File: src/sv/assert_macros.svh
// ----------------------------------------------------------------------------
// Assertion macros
// Clocked immediate-implication and next-cycle-implication checks.
// ----------------------------------------------------------------------------
`ifndef ASSERT_MACROS_SVH
`define ASSERT_MACROS_SVH

// antecedent implies consequent in the same cycle
`define ASSERT_IMPL(label, ante, cons, msg) \
  label: assert property (@(posedge clk) disable iff (rst) (ante) |-> (cons)) \
    else $error(msg);

// antecedent implies consequent in the following cycle
`define ASSERT_NEXT(label, ante, cons, msg) \
  label: assert property (@(posedge clk) disable iff (rst) (ante) |=> (cons)) \
    else $error(msg);

`endif

File: src/sv/dpss_pkg.sv
// ----------------------------------------------------------------------------
// dpss_pkg
// Types, codes and reset values shared by the dual PWM shape sequencer.
// ----------------------------------------------------------------------------
package dpss_pkg;

  typedef enum logic [2:0] {
    ST_IDLE  = 3'd0,
    ST_WAIT  = 3'd1,
    ST_START = 3'd2,
    ST_RUN   = 3'd3,
    ST_END   = 3'd4
  } stage_t;

  localparam logic [1:0] FUNC_PASS  = 2'd0;
  localparam logic [1:0] FUNC_TICK  = 2'd1;
  localparam logic [1:0] FUNC_START = 2'd2;

  localparam logic [1:0] SHAPE_CIRCLE = 2'd0;
  localparam logic [1:0] SHAPE_FIG8   = 2'd1;
  localparam logic [1:0] SHAPE_TRI    = 2'd2;

  localparam logic [2:0] REG_WAIT_TICKS   = 3'd0;
  localparam logic [2:0] REG_PERIOD_TICKS = 3'd1;
  localparam logic [2:0] REG_CIRCLE_TRAV  = 3'd2;
  localparam logic [2:0] REG_FIG8_TRAV    = 3'd3;
  localparam logic [2:0] REG_TRI_TRAV     = 3'd4;
  localparam logic [2:0] REG_CIRCLE_DUTY  = 3'd5;
  localparam logic [2:0] REG_FIG8_DUTY    = 3'd6;
  localparam logic [2:0] REG_TRI_DUTY     = 3'd7;

  localparam logic [3:0] FIG8_PHASES = 4'd4;
  localparam logic [3:0] TRI_PHASES  = 4'd12;

  localparam logic [15:0] RST_WAIT_TICKS   = 16'd50;
  localparam logic [7:0]  RST_PERIOD_TICKS = 8'd10;
  localparam logic [14:0] RST_CIRCLE_TRAV  = 15'd20;
  localparam logic [15:0] RST_FIG8_TRAV    = 16'd20;
  localparam logic [31:0] RST_TRI_TRAV     = 32'd2621465;
  localparam logic [15:0] RST_CIRCLE_DUTY  = 16'd1802;
  localparam logic [31:0] RST_FIG8_DUTY    = 32'd117574151;
  localparam logic [31:0] RST_TRI_DUTY     = 32'd151651082;

endpackage

File: src/sv/dual_pwm_shape_sequencer_top.sv
// ----------------------------------------------------------------------------
// dual_pwm_shape_sequencer_top
// Two-wheel software PWM sequencer running circle, figure-8 and triangle.
// ----------------------------------------------------------------------------
// One item is taken per clock unless stalled and gives its result next cycle. The whole
// sequencer update (stage, counters, phase, drive pins) is one combinational
// pass from the accepted item and the held state into the state registers and
// the result register; a new item is taken whenever the result register is
// empty or its result is being taken in the same cycle, so a stalled output
// holds the input for as long as it stalls. Configuration writes take effect
// at the edge they are written and have no read-back.
`include "assert_macros.svh"

module dual_pwm_shape_sequencer_top (
  input  logic        clk,
  input  logic        rst,
  input  logic        in_valid,
  output logic        in_ready,
  input  logic [1:0]  func,
  input  logic [1:0]  shape,
  output logic        out_valid,
  input  logic        out_ready,
  output logic        right_drive,
  output logic        left_drive,
  output logic        busy_res,
  output logic [2:0]  stage,
  output logic [3:0]  phase_now,
  output logic        done_res,
  input  logic        cfg_we,
  input  logic [2:0]  cfg_index,
  input  logic [31:0] cfg_data
);
  import dpss_pkg::*;

  logic [15:0] wait_ticks;
  logic [7:0]  period_ticks;
  logic [14:0] circ_periods;
  logic [15:0] fig8_periods;
  logic [31:0] tri_travel_pair;
  logic [15:0] circle_duty_pair;
  logic [31:0] fig8_duty_word;
  logic [31:0] tri_duty_word;

  stage_t      stage_reg, stage_next;
  logic [1:0]  active_shape, active_shape_next;
  logic        tick_pending, tick_pending_next;
  logic [15:0] period_count, period_count_next;
  logic [15:0] delay_count, delay_count_next;
  logic [15:0] segment_done, segment_done_next;
  logic [15:0] right_duty_count, right_duty_count_next;
  logic [15:0] left_duty_count, left_duty_count_next;
  logic [3:0]  phase_reg, phase_reg_next;
  logic        drv_r, drv_r_next;
  logic        drv_l, drv_l_next;
  logic        done_next;

  logic        accept;
  logic        odd;
  logic [15:0] duty_sel;
  logic [7:0]  rlim, llim;
  logic [15:0] travel;
  logic [3:0]  phases;
  logic        phased;

  assign in_ready = !out_valid || out_ready;
  assign accept   = in_valid && in_ready;

  always_ff @(posedge clk) begin
    if (rst) begin
      wait_ticks       <= RST_WAIT_TICKS;
      period_ticks     <= RST_PERIOD_TICKS;
      circ_periods     <= RST_CIRCLE_TRAV;
      fig8_periods     <= RST_FIG8_TRAV;
      tri_travel_pair  <= RST_TRI_TRAV;
      circle_duty_pair <= RST_CIRCLE_DUTY;
      fig8_duty_word   <= RST_FIG8_DUTY;
      tri_duty_word    <= RST_TRI_DUTY;
    end else if (cfg_we) begin
      unique case (cfg_index)
        REG_WAIT_TICKS:   wait_ticks       <= cfg_data[15:0];
        REG_PERIOD_TICKS: period_ticks     <= cfg_data[7:0];
        REG_CIRCLE_TRAV:  circ_periods     <= cfg_data[14:0];
        REG_FIG8_TRAV:    fig8_periods     <= cfg_data[15:0];
        REG_TRI_TRAV:     tri_travel_pair  <= cfg_data;
        REG_CIRCLE_DUTY:  circle_duty_pair <= cfg_data[15:0];
        REG_FIG8_DUTY:    fig8_duty_word   <= cfg_data;
        REG_TRI_DUTY:     tri_duty_word    <= cfg_data;
        default: ;
      endcase
    end
  end

  // shape-dependent limits and travel
  always_comb begin
    odd      = phase_reg[0];
    duty_sel = circle_duty_pair;
    travel   = {circ_periods, 1'b0};
    phases   = FIG8_PHASES;
    phased   = 1'b0;
    unique case (active_shape)
      SHAPE_FIG8: begin
        duty_sel = odd ? fig8_duty_word[15:0] : fig8_duty_word[31:16];
        travel   = fig8_periods;
        phases   = FIG8_PHASES;
        phased   = 1'b1;
      end
      SHAPE_TRI: begin
        duty_sel = odd ? tri_duty_word[15:0] : tri_duty_word[31:16];
        travel   = odd ? tri_travel_pair[15:0] : tri_travel_pair[31:16];
        phases   = TRI_PHASES;
        phased   = 1'b1;
      end
      default: ;
    endcase
    rlim = duty_sel[15:8];
    llim = duty_sel[7:0];
  end

  // next state
  always_comb begin
    stage_next            = stage_reg;
    active_shape_next     = active_shape;
    tick_pending_next     = tick_pending;
    period_count_next     = period_count;
    delay_count_next      = delay_count;
    segment_done_next     = segment_done;
    right_duty_count_next = right_duty_count;
    left_duty_count_next  = left_duty_count;
    phase_reg_next        = phase_reg;
    drv_r_next            = drv_r;
    drv_l_next            = drv_l;
    done_next             = 1'b0;
    if (func == FUNC_START) begin
      if (stage_reg == ST_IDLE && shape <= SHAPE_TRI) begin
        active_shape_next = shape;
        stage_next        = ST_WAIT;
        delay_count_next  = '0;
      end
    end else if (func == FUNC_PASS || func == FUNC_TICK) begin
      if (func == FUNC_TICK) begin
        tick_pending_next = 1'b1;
        period_count_next = period_count + 16'd1;
      end
      unique case (stage_reg)
        ST_WAIT: begin
          if (tick_pending_next) begin
            tick_pending_next = 1'b0;
            delay_count_next  = delay_count + 16'd1;
            if (delay_count >= wait_ticks) begin
              delay_count_next = '0;
              stage_next       = ST_START;
            end
          end
        end
        ST_START: begin
          period_count_next     = '0;
          right_duty_count_next = '0;
          left_duty_count_next  = '0;
          segment_done_next     = '0;
          phase_reg_next        = '0;
          drv_r_next            = 1'b1;
          drv_l_next            = 1'b1;
          stage_next            = ST_RUN;
        end
        ST_RUN: begin
          if (tick_pending_next && active_shape <= SHAPE_TRI) begin
            tick_pending_next = 1'b0;
            if (phased && phase_reg >= phases) begin
              stage_next = ST_END;
            end else if (segment_done > travel) begin
              if (phased) begin
                segment_done_next     = '0;
                period_count_next     = '0;
                right_duty_count_next = '0;
                left_duty_count_next  = '0;
                phase_reg_next        = phase_reg + 4'd1;
                drv_r_next            = 1'b1;
                drv_l_next            = 1'b1;
              end else begin
                stage_next = ST_END;
              end
            end else begin
              right_duty_count_next = right_duty_count + 16'd1;
              left_duty_count_next  = left_duty_count + 16'd1;
              if (right_duty_count >= {8'd0, rlim}) drv_r_next = 1'b0;
              if (left_duty_count >= {8'd0, llim}) drv_l_next = 1'b0;
              if (period_count_next >= {8'd0, period_ticks}) begin
                period_count_next     = '0;
                right_duty_count_next = '0;
                left_duty_count_next  = '0;
                segment_done_next     = segment_done + 16'd1;
                drv_r_next            = 1'b1;
                drv_l_next            = 1'b1;
              end
            end
          end else if (tick_pending_next) begin
            tick_pending_next = 1'b0;
          end
        end
        ST_END: begin
          drv_r_next = 1'b0;
          drv_l_next = 1'b0;
          stage_next = ST_IDLE;
          done_next  = 1'b1;
        end
        default: ;
      endcase
    end
  end

  always_ff @(posedge clk) begin
    if (rst) begin
      stage_reg        <= ST_IDLE;
      active_shape     <= '0;
      tick_pending     <= 1'b0;
      period_count     <= '0;
      delay_count      <= '0;
      segment_done     <= '0;
      right_duty_count <= '0;
      left_duty_count  <= '0;
      phase_reg        <= '0;
      drv_r            <= 1'b0;
      drv_l            <= 1'b0;
    end else if (accept) begin
      stage_reg        <= stage_next;
      active_shape     <= active_shape_next;
      tick_pending     <= tick_pending_next;
      period_count     <= period_count_next;
      delay_count      <= delay_count_next;
      segment_done     <= segment_done_next;
      right_duty_count <= right_duty_count_next;
      left_duty_count  <= left_duty_count_next;
      phase_reg        <= phase_reg_next;
      drv_r            <= drv_r_next;
      drv_l            <= drv_l_next;
    end
  end

  // result register
  always_ff @(posedge clk) begin
    if (rst) begin
      out_valid <= 1'b0;
    end else if (accept) begin
      out_valid <= 1'b1;
    end else if (out_ready) begin
      out_valid <= 1'b0;
    end
  end

  always_ff @(posedge clk) begin
    if (accept) begin
      right_drive <= drv_r_next;
      left_drive  <= drv_l_next;
      busy_res    <= (stage_next != ST_IDLE);
      stage       <= stage_next;
      phase_now   <= phase_reg_next;
      done_res    <= done_next;
    end
  end

  `ASSERT_IMPL(a_done_stops, out_valid && done_res, stage == ST_IDLE && !busy_res && !right_drive && !left_drive, "done without stop")
  `ASSERT_NEXT(a_transfer_result, accept, out_valid, "transfer gave no result")
  `ASSERT_NEXT(a_start_taken, accept && func == FUNC_START && stage_reg == ST_IDLE && shape != 2'b11, stage_reg == ST_WAIT, "start not taken")

endmodule
File: config.mk
export PLATFORM = sky130hd
export DESIGN_NAME = dual_pwm_shape_sequencer_top
export DESIGN_NICKNAME = d
export VERILOG_FILES = /design/src/sv/dpss_pkg.sv /design/src/sv/dual_pwm_shape_sequencer_top.sv
export VERILOG_INCLUDE_DIRS = /design/src /design/src/sv
export SDC_FILE = /design/constraint.sdc
export NUM_CORES = 1
export LEC_CHECK = 0
export ABC_AREA = 1
export BUFFER_PORTS_ARGS = -buffer_cell sky130_fd_sc_hd__buf_2
export CORE_ASPECT_RATIO = 0.7
export CORE_MARGIN = 2
export CORE_UTILIZATION = 28
export DETAILED_ROUTE_END_ITERATION = 16
export HOLD_SLACK_MARGIN = 0.1
export PLACE_DENSITY = 0.49
export SETUP_SLACK_MARGIN = 0.3
export SLEW_MARGIN = 30
export SYNTH_ARGS = -nofsm -noshare
export SYNTH_HDL_FRONTEND = slang
export SYNTH_SLANG_ARGS = --single-unit
File: constraint.sdc
create_clock -name clk -period 3.5 [get_ports clk]
set_input_delay 0.175 -clock clk [delete_from_list [all_inputs] [get_ports clk]]
set_output_delay 0.175 -clock clk [all_outputs]
set_load 0.01 [all_outputs]
## Yosys cells after proc, flatten, opt, wreduce, memory -nomap -nowiden

Index checks and enable logic that the tools add are counted.

- $lt $le $gt $ge: 8
- Bitwise gates (word level): 2
- Add/sub/neg operators: 6
- Mux-type cells: 80
- Equal/unequal tests: 20
- Reductions and logical operators: 32

Operator list:

| kind | number |
|---|---|
| 2-to-1 mux 16 bit | 30 |
| one-hot mux 16 bit (2 select lines) | 6 |
| adder 16 x 1 -> 16 bit, second input constant | 5 |
| >= comparator 16 x 8 -> 1 bit | 3 |
| 2-to-1 mux 4 bit | 7 |
| 2-to-1 mux 3 bit | 9 |
| 2-to-1 mux 1 bit | 24 |
| >= comparator 16 bit | 1 |
| > comparator 16 bit | 1 |
| AND reduction 2 bit | 8 |
| == test 3 bit, second input constant | 5 |
| == test 3 x 2 -> 1 bit, second input constant | 4 |
| one-hot mux 3 bit (4 select lines) | 1 |
| nonzero test 2 bit | 5 |
| one-hot mux 4 bit (2 select lines) | 1 |
| AND reduction 8 bit | 1 |
| AND reduction 7 bit | 1 |
| == test 3 x 1 -> 1 bit, second input constant | 2 |
| logical NOT 3 bit | 2 |
| != test 3 bit, second input constant | 2 |
| one-hot mux 1 bit (3 select lines) | 2 |
| AND reduction 3 bit | 2 |
| OR reduction 2 bit | 3 |
| AND reduction 5 bit | 1 |
| other kinds (13) | 22 |

- Input port bits: 44
- Logic and storage cells: 174
- Output and inout bits: 13
- Flip-flop bits (word level): 271

## Longest topological paths before layout

Gate-level depths: netlist of run 1.

- Word-level depth: 12
- Depth in mapped cells: 28
- Gate-level depth less buffers: 28

## Worst setup path before layout of run 1

No wires, ideal clock.

- Path kind: reg2reg
- From: register active_shape[0]
- To: register right_duty_count[12]
- Period minus slack after synthesis: 3354 ps
- Setup time: 115 ps
- Data arrival time: 3240 ps
- Path buffers: 4
- Required time: 3385 ps
- Path slack: 146 ps
- Stages on the path, launching flop included: 22
- Cell sequence: dfxtp_1 inv_1 ha_1 buf_2 inv_1 clkbuf_1 clkbuf_1 o21ai_0 ha_1 nand2_1 nor3_1 nand2_1 nand2_1 nand2_1 nor2_1 nand2_1 nand2_2 clkinv_2 buf_4 nand3_1 xor2_1 nor2_2

- Cells in the longest elaborated chain, start to end: 7
- Elaborated cells between the ends (all ways): 19
- Those cells by class: order compare: 3; eq/ne: 5; mux: 7; reduce/logical: 4

RTL lines:

| what | RTL line | source |
|---|---|---|
| start: declaration | dual_pwm_shape_sequencer_top.sv:45 | `logic [1:0] active_shape, active_shape_next;` |
| start signal: assignment | dual_pwm_shape_sequencer_top.sv:226 | `active_shape <= active_shape_next;` |
| == test 2 bit / == test 2 x 1 -> 1 bit (equally long branches) | dual_pwm_shape_sequencer_top.sv:100 | `unique case (active_shape)` |
| one-hot mux 16 bit (2 select lines) | dual_pwm_shape_sequencer_top.sv:100 |  |
| > comparator 16 bit | dual_pwm_shape_sequencer_top.sv:170 | `end else if (segment_done > travel) begin` |
| 2-to-1 mux 16 bit | dual_pwm_shape_sequencer_top.sv:170 |  |
| 2-to-1 mux 16 bit | dual_pwm_shape_sequencer_top.sv:168 | `if (phased && phase_reg >= phases) begin` |
| 2-to-1 mux 16 bit | dual_pwm_shape_sequencer_top.sv:166 | `if (tick_pending_next && active_shape <= SHAPE_TRI) begin` |
| one-hot mux 16 bit (2 select lines) | dual_pwm_shape_sequencer_top.sv:144 | `unique case (stage_reg)` |
| end signal: assignment | dual_pwm_shape_sequencer_top.sv:231 | `right_duty_count <= right_duty_count_next;` |
| end: declaration | dual_pwm_shape_sequencer_top.sv:50 | `logic [15:0] right_duty_count, right_duty_count_next;` |

Several ways; a longest one is shown, not always the timed one. The select of a mux whose other input is x is not followed.
A chain may end at the register's enable or synchronous reset.

## Worst setup path after layout of run 1

- From: register phase_reg[0]
- To: register segment_done[5]

- Cells in the longest elaborated chain, start to end: 7
- Elaborated cells between the ends (all ways): 13
- Those cells by class: order compare: 2; eq/ne: 3; mux: 6; reduce/logical: 2

RTL lines:

| what | RTL line | source |
|---|---|---|
| start: declaration | dual_pwm_shape_sequencer_top.sv:52 | `logic [3:0] phase_reg, phase_reg_next;` |
| start signal: assignment | dual_pwm_shape_sequencer_top.sv:233 | `phase_reg <= phase_reg_next;` |
| 2-to-1 mux 16 bit | dual_pwm_shape_sequencer_top.sv:109 | `travel = odd ? tri_travel_pair[15:0] : tri_travel_pair[31:16];` |
| one-hot mux 16 bit (2 select lines) | dual_pwm_shape_sequencer_top.sv:100 |  |
| > comparator 16 bit | dual_pwm_shape_sequencer_top.sv:170 |  |
| 2-to-1 mux 16 bit | dual_pwm_shape_sequencer_top.sv:170 |  |
| 2-to-1 mux 16 bit | dual_pwm_shape_sequencer_top.sv:168 |  |
| 2-to-1 mux 16 bit | dual_pwm_shape_sequencer_top.sv:166 |  |
| one-hot mux 16 bit (2 select lines) | dual_pwm_shape_sequencer_top.sv:144 |  |
| end signal: assignment | dual_pwm_shape_sequencer_top.sv:230 | `segment_done <= segment_done_next;` |
| end: declaration | dual_pwm_shape_sequencer_top.sv:49 | `logic [15:0] segment_done, segment_done_next;` |

Several ways; a longest one is shown, not always the timed one. The select of a mux whose other input is x is not followed.

==> results.json, run 1 <==
{
  "outcome": "finished, final reports clean",
  "cap_violations": 0,
  "post-route-period-util_pct": 93.6,
  "syn_area_um2": 13700,
  "clockRootBuffer": "clkbuf_16",
  "routedWlPerCell_um": 16.8,
  "clock_latency_ns": 0.58,
  "yosysTopAreaCellShare_pct": 37.9,
  "synth_xor_area_share_pct": 2.80,
  "fp.dieW_um": 269,
  "timing.final.hold_violations": 0,
  "cts.sinks": 271,
  "fin_skew_ns": 0.0291,
  "drt-initial-drc-count": 1224,
  "diodes": 0,
  "viasPerCell": 4.84,
  "fmax_mhz": 305,
  "dr.pass1.iters": 5,
  "maxSlewViolCount": 0,
  "synth_largest_area_cell": "dfxtp_1",
  "syn_avg_cell_area_um2": 7.17,
  "ys_types": 56,
  "wirelength_um": 45200,
  "required_ns": 3.98,
  "final_util_pct": 34.6,
  "cts_tree": "yes",
  "ys_seq_area_share_pct": 40.3,
  "place_hpwl_um": 30600,
  "clk_pin_slew_ns": 0.06,
  "relSlewSlack_pct": 46.1,
  "worst_pin_slew_ns": 0.808,
  "rows": 67,
  "grt_max_degree": 92,
  "initial_core_util_pct": 28.6,
  "critPathArrivalTime_ns": 3.76,
  "ant_nets": 0,
  "synth_top_family_by_area": "simple AND/OR/NAND/NOR gates",
  "worstPathMaxFanout": 21,
  "end_kind": "flip-flop",
  "port_buffers": 56,
  "worstSetupStartpointType": "flip-flop",
  "gp_congestion": 0.866,
  "netlist_instances": 1915,
  "layout.nets": 2125,
  "synth_compound_area_share_pct": 16.6,
  "cts_buffer_depth": 3,
  "p_leak_nw": 6.90,
  "die_area_um2": 50900,
  "antenna_found_initial": 0,
  "drive_above_1_share_pct": 13.2,
  "cts-htree-levels": 1,
  "io_pins": 57,
  "ys_ff_latch": 271,
  "final_area_um2": 16700,
  "worst_hold_slack_ns": 0.195,
  "grt_usage_pct": 17.5,
  "rsz0062_at_grt": "yes",
  "yosys.area_share.simple_pct": 26.8,
  "numCtsBuffers": 28,
  "coreArea_um2": 48100,
  "synth.area.mux_share_pct": 0.0820,
  "grt_pass1_vias": 12000,
  "overflow": 0,
  "drc": 0,
  "fillers": 5142,
  "finalNonFillerCells": 2689,
  "peakVddDrop_v": 0.000291,
  "path_class": "reg2reg",
  "synthAdderAreaFrac_pct": 6.10,
  "reg_top3": "fig8_duty_word (32), tri_duty_word (32), tri_travel_pair (32)",
  "vias": 13000,
  "dp.cells": 2585,
  "synth_warnings": 0,
  "syn_to_final_growth_pct": 21.3,
  "grt_pass1_wl_um": 70200,
  "powerDensity_nw_per_um2": 418,
  "setup_viol": 0,
  "fin_crit_ns": 3.28,
  "synth_area_leaders": "dfxtp_1 38%, nor2_1 11%, o21ai_0 9.3%",
  "syn_nets": 2026,
  "min_path_type": "in2reg",
  "dpl_cell_area_um2": 14900,
  "die_y_um": 189
}
## worst max-delay path, cell delays in order (launching register included)
cell and delay [ns]:
dfxtp_2 0.43, clkinv_1 0.16, buf_12 0.19, nor2_1 0.20, o21ai_1 0.11, o21ai_1 0.10, ha_1 0.27, a21oi_1 0.16
o21ai_0 0.13, a21oi_2 0.23, nand2_2 0.09, nand2_4 0.10, buf_6 0.09, nand2_1 0.05, nor2_2 0.13, nand2_2 0.08
inv_4 0.08, nand2_8 0.09, nand2_8 0.16, clkbuf_16 0.17, nand2_1 0.06, a21oi_2 0.12
## worst paths after layout
kind / slack (ns) / cells past startpoint / endpoint / start
min: 0.20 / 5 / period_ticks[1]$_SDFFE_PP1P_ / cfg_index[1]
min reg2reg: 0.45 / 2 / fig8_duty_word[24]$_SDFFE_PP1P_ / fig8_duty_word[24]$_SDFFE_PP1P_
max reg2reg: 0.22 / 21 / segment_done[5]$_SDFFE_PP0P_ / phase_reg[0]$_SDFFE_PP0P_
max: 0.22 / 21 / segment_done[5]$_SDFFE_PP0P_ / phase_reg[0]$_SDFFE_PP0P_
## what timing repair did
action,4_1_cts,5_1_grt
endpoints found under the setup margin,83,83
resized for setup,47,62
setup buffers,5,2
hold buffers,38,0
pin swaps,8,24
endpoints found under the hold margin,172,0
cloned,3,6
## cell usage in the layout, fill, tap and decap left out, types with 10 or more instances in the layout
master and instances:
nor2_1 384, nand2_1 263, dfxtp_1 257, o21ai_0 221, inv_1 136, a21oi_1 104, nand3_1 81, ha_1 65
buf_2 56, buf_4 48, dlygate4sd3_1 38, xor2_1 37, o21ai_1 33, clkbuf_16 30, nand4_1 27, nor3_1 23
nor2_2 20, a21oi_2 18, edfxtp_1 11, o221ai_1 10
## per-layer routing
metal,global-route usage (%),share of wire (%)
met1,28.1,53
met2,24.2,39
met3,2.95,7.0
met5,0,0
met4,2.69,1.4
## cells by family (layout without fill, tap and decap cells)
kind of cell | Yosys count | in the layout
buffers and inverters | 249 | 364
muxes | 1 | 1
AOI/OAI and AO/OA | 428 | 428
and+or+nand+nor | 855 | 859
DFF | 271 | 271
adders and majority gates | 67 | 67
xor gates and xnor gates | 44 | 44
## power breakdown
part           leakage, nW  internal [mW]  switching [mW]
Clock                0.417           1.56            1.31
Sequential            2.22           3.20          0.0512
Combinational         4.26          0.292           0.549
Total                 6.90           5.05            1.91
## cell usage after synthesis, drive strengths merged
cell type  instances
xor2              37
clkbuf            75
a211o              2
a31oi              1
a2111oi            1
a31o               1
nor3b             10
mux2               1
nor4               9
o31ai              2
o221ai            10
a221oi             2
nand4             28
a22oi              5
a32oi              2
nand2            276
o21ai            260
clkinv             6
o211ai             8
o22ai              1
or2                3
edfxtp            11
a21oi            122
o21bai             2
inv              145
xnor2              7
ha                67
a21o               2
nor3              28
nor2             412
dfxtp            260
a211oi             1
and2               2
o21a               6
buf               23
nand3             87
## layout make-up
type | count | area, µm² | area share [%]
multi-input cells | 1399 | 7490 | 44.9
flip-flops and latches | 271 | 5540 | 33.2
repair buffers | 161 | 1370 | 8.21
well taps | 655 | 820 | 4.92
clock buffers | 40 | 786 | 4.71
inverters | 151 | 589 | 3.54
clock inverters | 10 | 61.3 | 0.368
repair inverters | 2 | 17.5 | 0.105
## stage by stage
stage	power (mW)	worst slack, ns	setup TNS (ns)
final	6.96	0.222	0
after global routing	7.26	0.104	0
after floorplan	3.73	0.305	0
after global placement	4.03	-0.0869	-0.348
after CTS	6.98	0.270	0
after detailed placement	4.04	-0.115	-0.733
(Power assumes the default switching activity.)
==> run 2: changes to the inputs <==
MAX_ROUTING_LAYER = met4   (was not set)
PLACE_DENSITY = not set   (was 0.49)
SETUP_SLACK_MARGIN = 0.4   (was 0.3)
==> run 2 against run 1 <==
  * Utilization grew 0.80 points
  * Cell count is 0.15% lower
  * First-iteration DRC count fell by 6.2%
==> results.json, run 2 (same netlist as run 1, synthesis figures left out) <==
{
  "final.setup.tns_ns": 0,
  "switchingPower_mw": 1.95,
  "reg_top3": "fig8_duty_word (32), tri_duty_word (32), tri_travel_pair (32)",
  "antenna_found_initial": 0,
  "setup_viol": 0,
  "power.total_mw": 7.23,
  "io_pins": 57,
  "clockRootBuffer": "clkbuf_16",
  "fp.dieW_um": 269,
  "p_int_mw": 5.28,
  "layout.nets": 2120,
  "post-route-period-util_pct": 89.3,
  "outcome": "finished, final reports clean",
  "worstSetupStartpointType": "flip-flop",
  "relSlewSlack_pct": 34.9,
  "min_path_type": "in2reg",
  "worst_pin_slew_ns": 0.977,
  "drc": 0,
  "pwr-share-seq_pct": 45.0,
  "cap_violations": 0,
  "layout_common_cells": "377 x nor2_1, 255 x nand2_1, 254 x dfxtp_1, 208 x o21ai_0, 134 x inv_1",
  "cts.sinks": 271,
  "final_common_cell": "nor2_1",
  "fillers": 5014,
  "critPathArrivalTime_ns": 3.57,
  "coreArea_um2": 48100,
  "overflow": 0,
  "port_buffers": 56,
  "worst_hold_slack_ns": 0.165,
  "grt_pass1_wl_um": 68000,
  "p_leak_nw": 7.02,
  "cts_tree": "yes",
  "dr.pass1.iters": 5,
  "drive_above_1_share_pct": 15.9,
  "sw_frac_of_total_pct": 26.9,
  "gp_congestion": 0.913,
  "peakVddDrop_v": 0.000308,
  "worstPathMaxFanout": 16,
  "grt_pass1_vias": 11900,
  "clock_latency_ns": 0.58,
  "p_comb_share_pct": 12.1,
  "grt_max_degree": 83,
  "diodes": 0,
  "initial_core_util_pct": 28.6,
  "cts_buffer_depth": 3,
  "routedWlPerCell_um": 16.7,
  "die_y_um": 189,
  "end_kind": "flip-flop",
  "drt-initial-drc-count": 1148,
  "grt_usage_pct": 17.4,
  "path_class": "reg2reg",
  "fin_skew_ns": 0.0296,
  "cts-htree-levels": 1,
  "ant_nets": 0,
  "fin_crit_ns": 3.13,
  "multi_input_area_um2": 7710,
  "fmax_mhz": 320,
  "clk_pin_slew_ns": 0.06,
  "required_ns": 3.94,
  "powerDensity_nw_per_um2": 424,
  "clkPwrFrac_pct": 43.0,
  "maxSlewViolCount": 0,
  "rows": 67,
  "timing.final.hold_violations": 0,
  "place_hpwl_um": 29500,
  "wirelength_um": 44900,
  "die_area_um2": 50900,
  "numCtsBuffers": 27,
  "seqCellArea_um2": 5550,
  "syn_to_final_growth_pct": 24.1,
  "viasPerCell": 5.00,
  "vias": 13400,
  "rsz0062_at_grt": "yes"
}
[run 2: cell types whose count changed in the layout (fill, tap and decap cells not counted), sizes merged]
cell	before	now
clkbuf	42	44
clkinv	14	9
dlygate4sd3	38	37
inv	148	149
bufinv	0	3
buf	120	117
nand2	280	279
[run 2: metal layers]
layer,track usage (%),routed length (µm),up-vias
met4,3.57,818,0
met3,4.21,4330,62
met1,25.9,21800,6295
met5,-,0,-
met2,23.4,18000,542
li1,-,-,6517
[run 2: path summary, 6_finish.rpt]
kind | startpoint | endpoint | slack [ns] | cells after the start
max | active_shape[0]$_SDFFE_PP0P_ | left_duty_count[15]$_SDFFE_PP0P_ | 0.37 | 19
min | func[0] | active_shape[0]$_SDFFE_PP0P_ | 0.16 | 4
max reg2reg | active_shape[0]$_SDFFE_PP0P_ | left_duty_count[15]$_SDFFE_PP0P_ | 0.37 | 19
min reg2reg | fig8_duty_word[25]$_SDFFE_PP1P_ | fig8_duty_word[25]$_SDFFE_PP1P_ | 0.45 | 2
[run 2: repair_timing]
item                       CTS  global route
setup buffers                5            14
hold buffers                37             0
setup endpoints to repair   82            83
gates resized for setup     49           133
gates cloned                 4             6
hold endpoints to repair   172             0
pin swaps                    9            57
[run 2: cell type report]
cell class	count	share of cell area [%]
timing repair buffer	160	8.52
tap	655	4.81
multi-input combinational	1398	45.2
inverter	151	3.49
sequential	271	32.5
clock buffer	39	4.58
clock inverter	11	0.881
[run 2: through the flow]
step	area, µm²	setup WS (ns)	util, %	instances
after floorplan	13800	0.414	-	1915
after global placement	14800	0.114	30.8	2569
after CTS	16400	0.371	34.1	2665
after detailed placement	14800	0.0482	30.8	2569
after global routing	17100	0.260	35.4	2685
final	17100	0.374	35.4	2685
[run 2: worst max-delay path: stages, from the launching register on]
cell and delay [ns]:
dfxtp_4 0.36, buf_4 0.14, ha_4 0.17, buf_12 0.16
a21oi_2 0.13, o21ai_1 0.07, o21ai_1 0.10, ha_1 0.28
a21oi_2 0.17, o21ai_1 0.09, a21oi_2 0.22, nand2_2 0.09
nand2_4 0.09, nor2_4 0.05, nand2_2 0.09, nand2_4 0.12
buf_12 0.16, clkbuf_16 0.16, nor4_1 0.26, nor3b_2 0.08
[run 2: power groups by stage]
stage / sequential (mW) / clock [mW] / combinational [mW]
global route: 3.26 / 3.31 / 0.948
global placement: 3.32 / 0 / 0.683
floorplan: 3.31 / 0 / 0.425
CTS: 3.25 / 3.17 / 0.781
detailed placement: 3.32 / 0 / 0.697
finish: 3.25 / 3.11 / 0.872
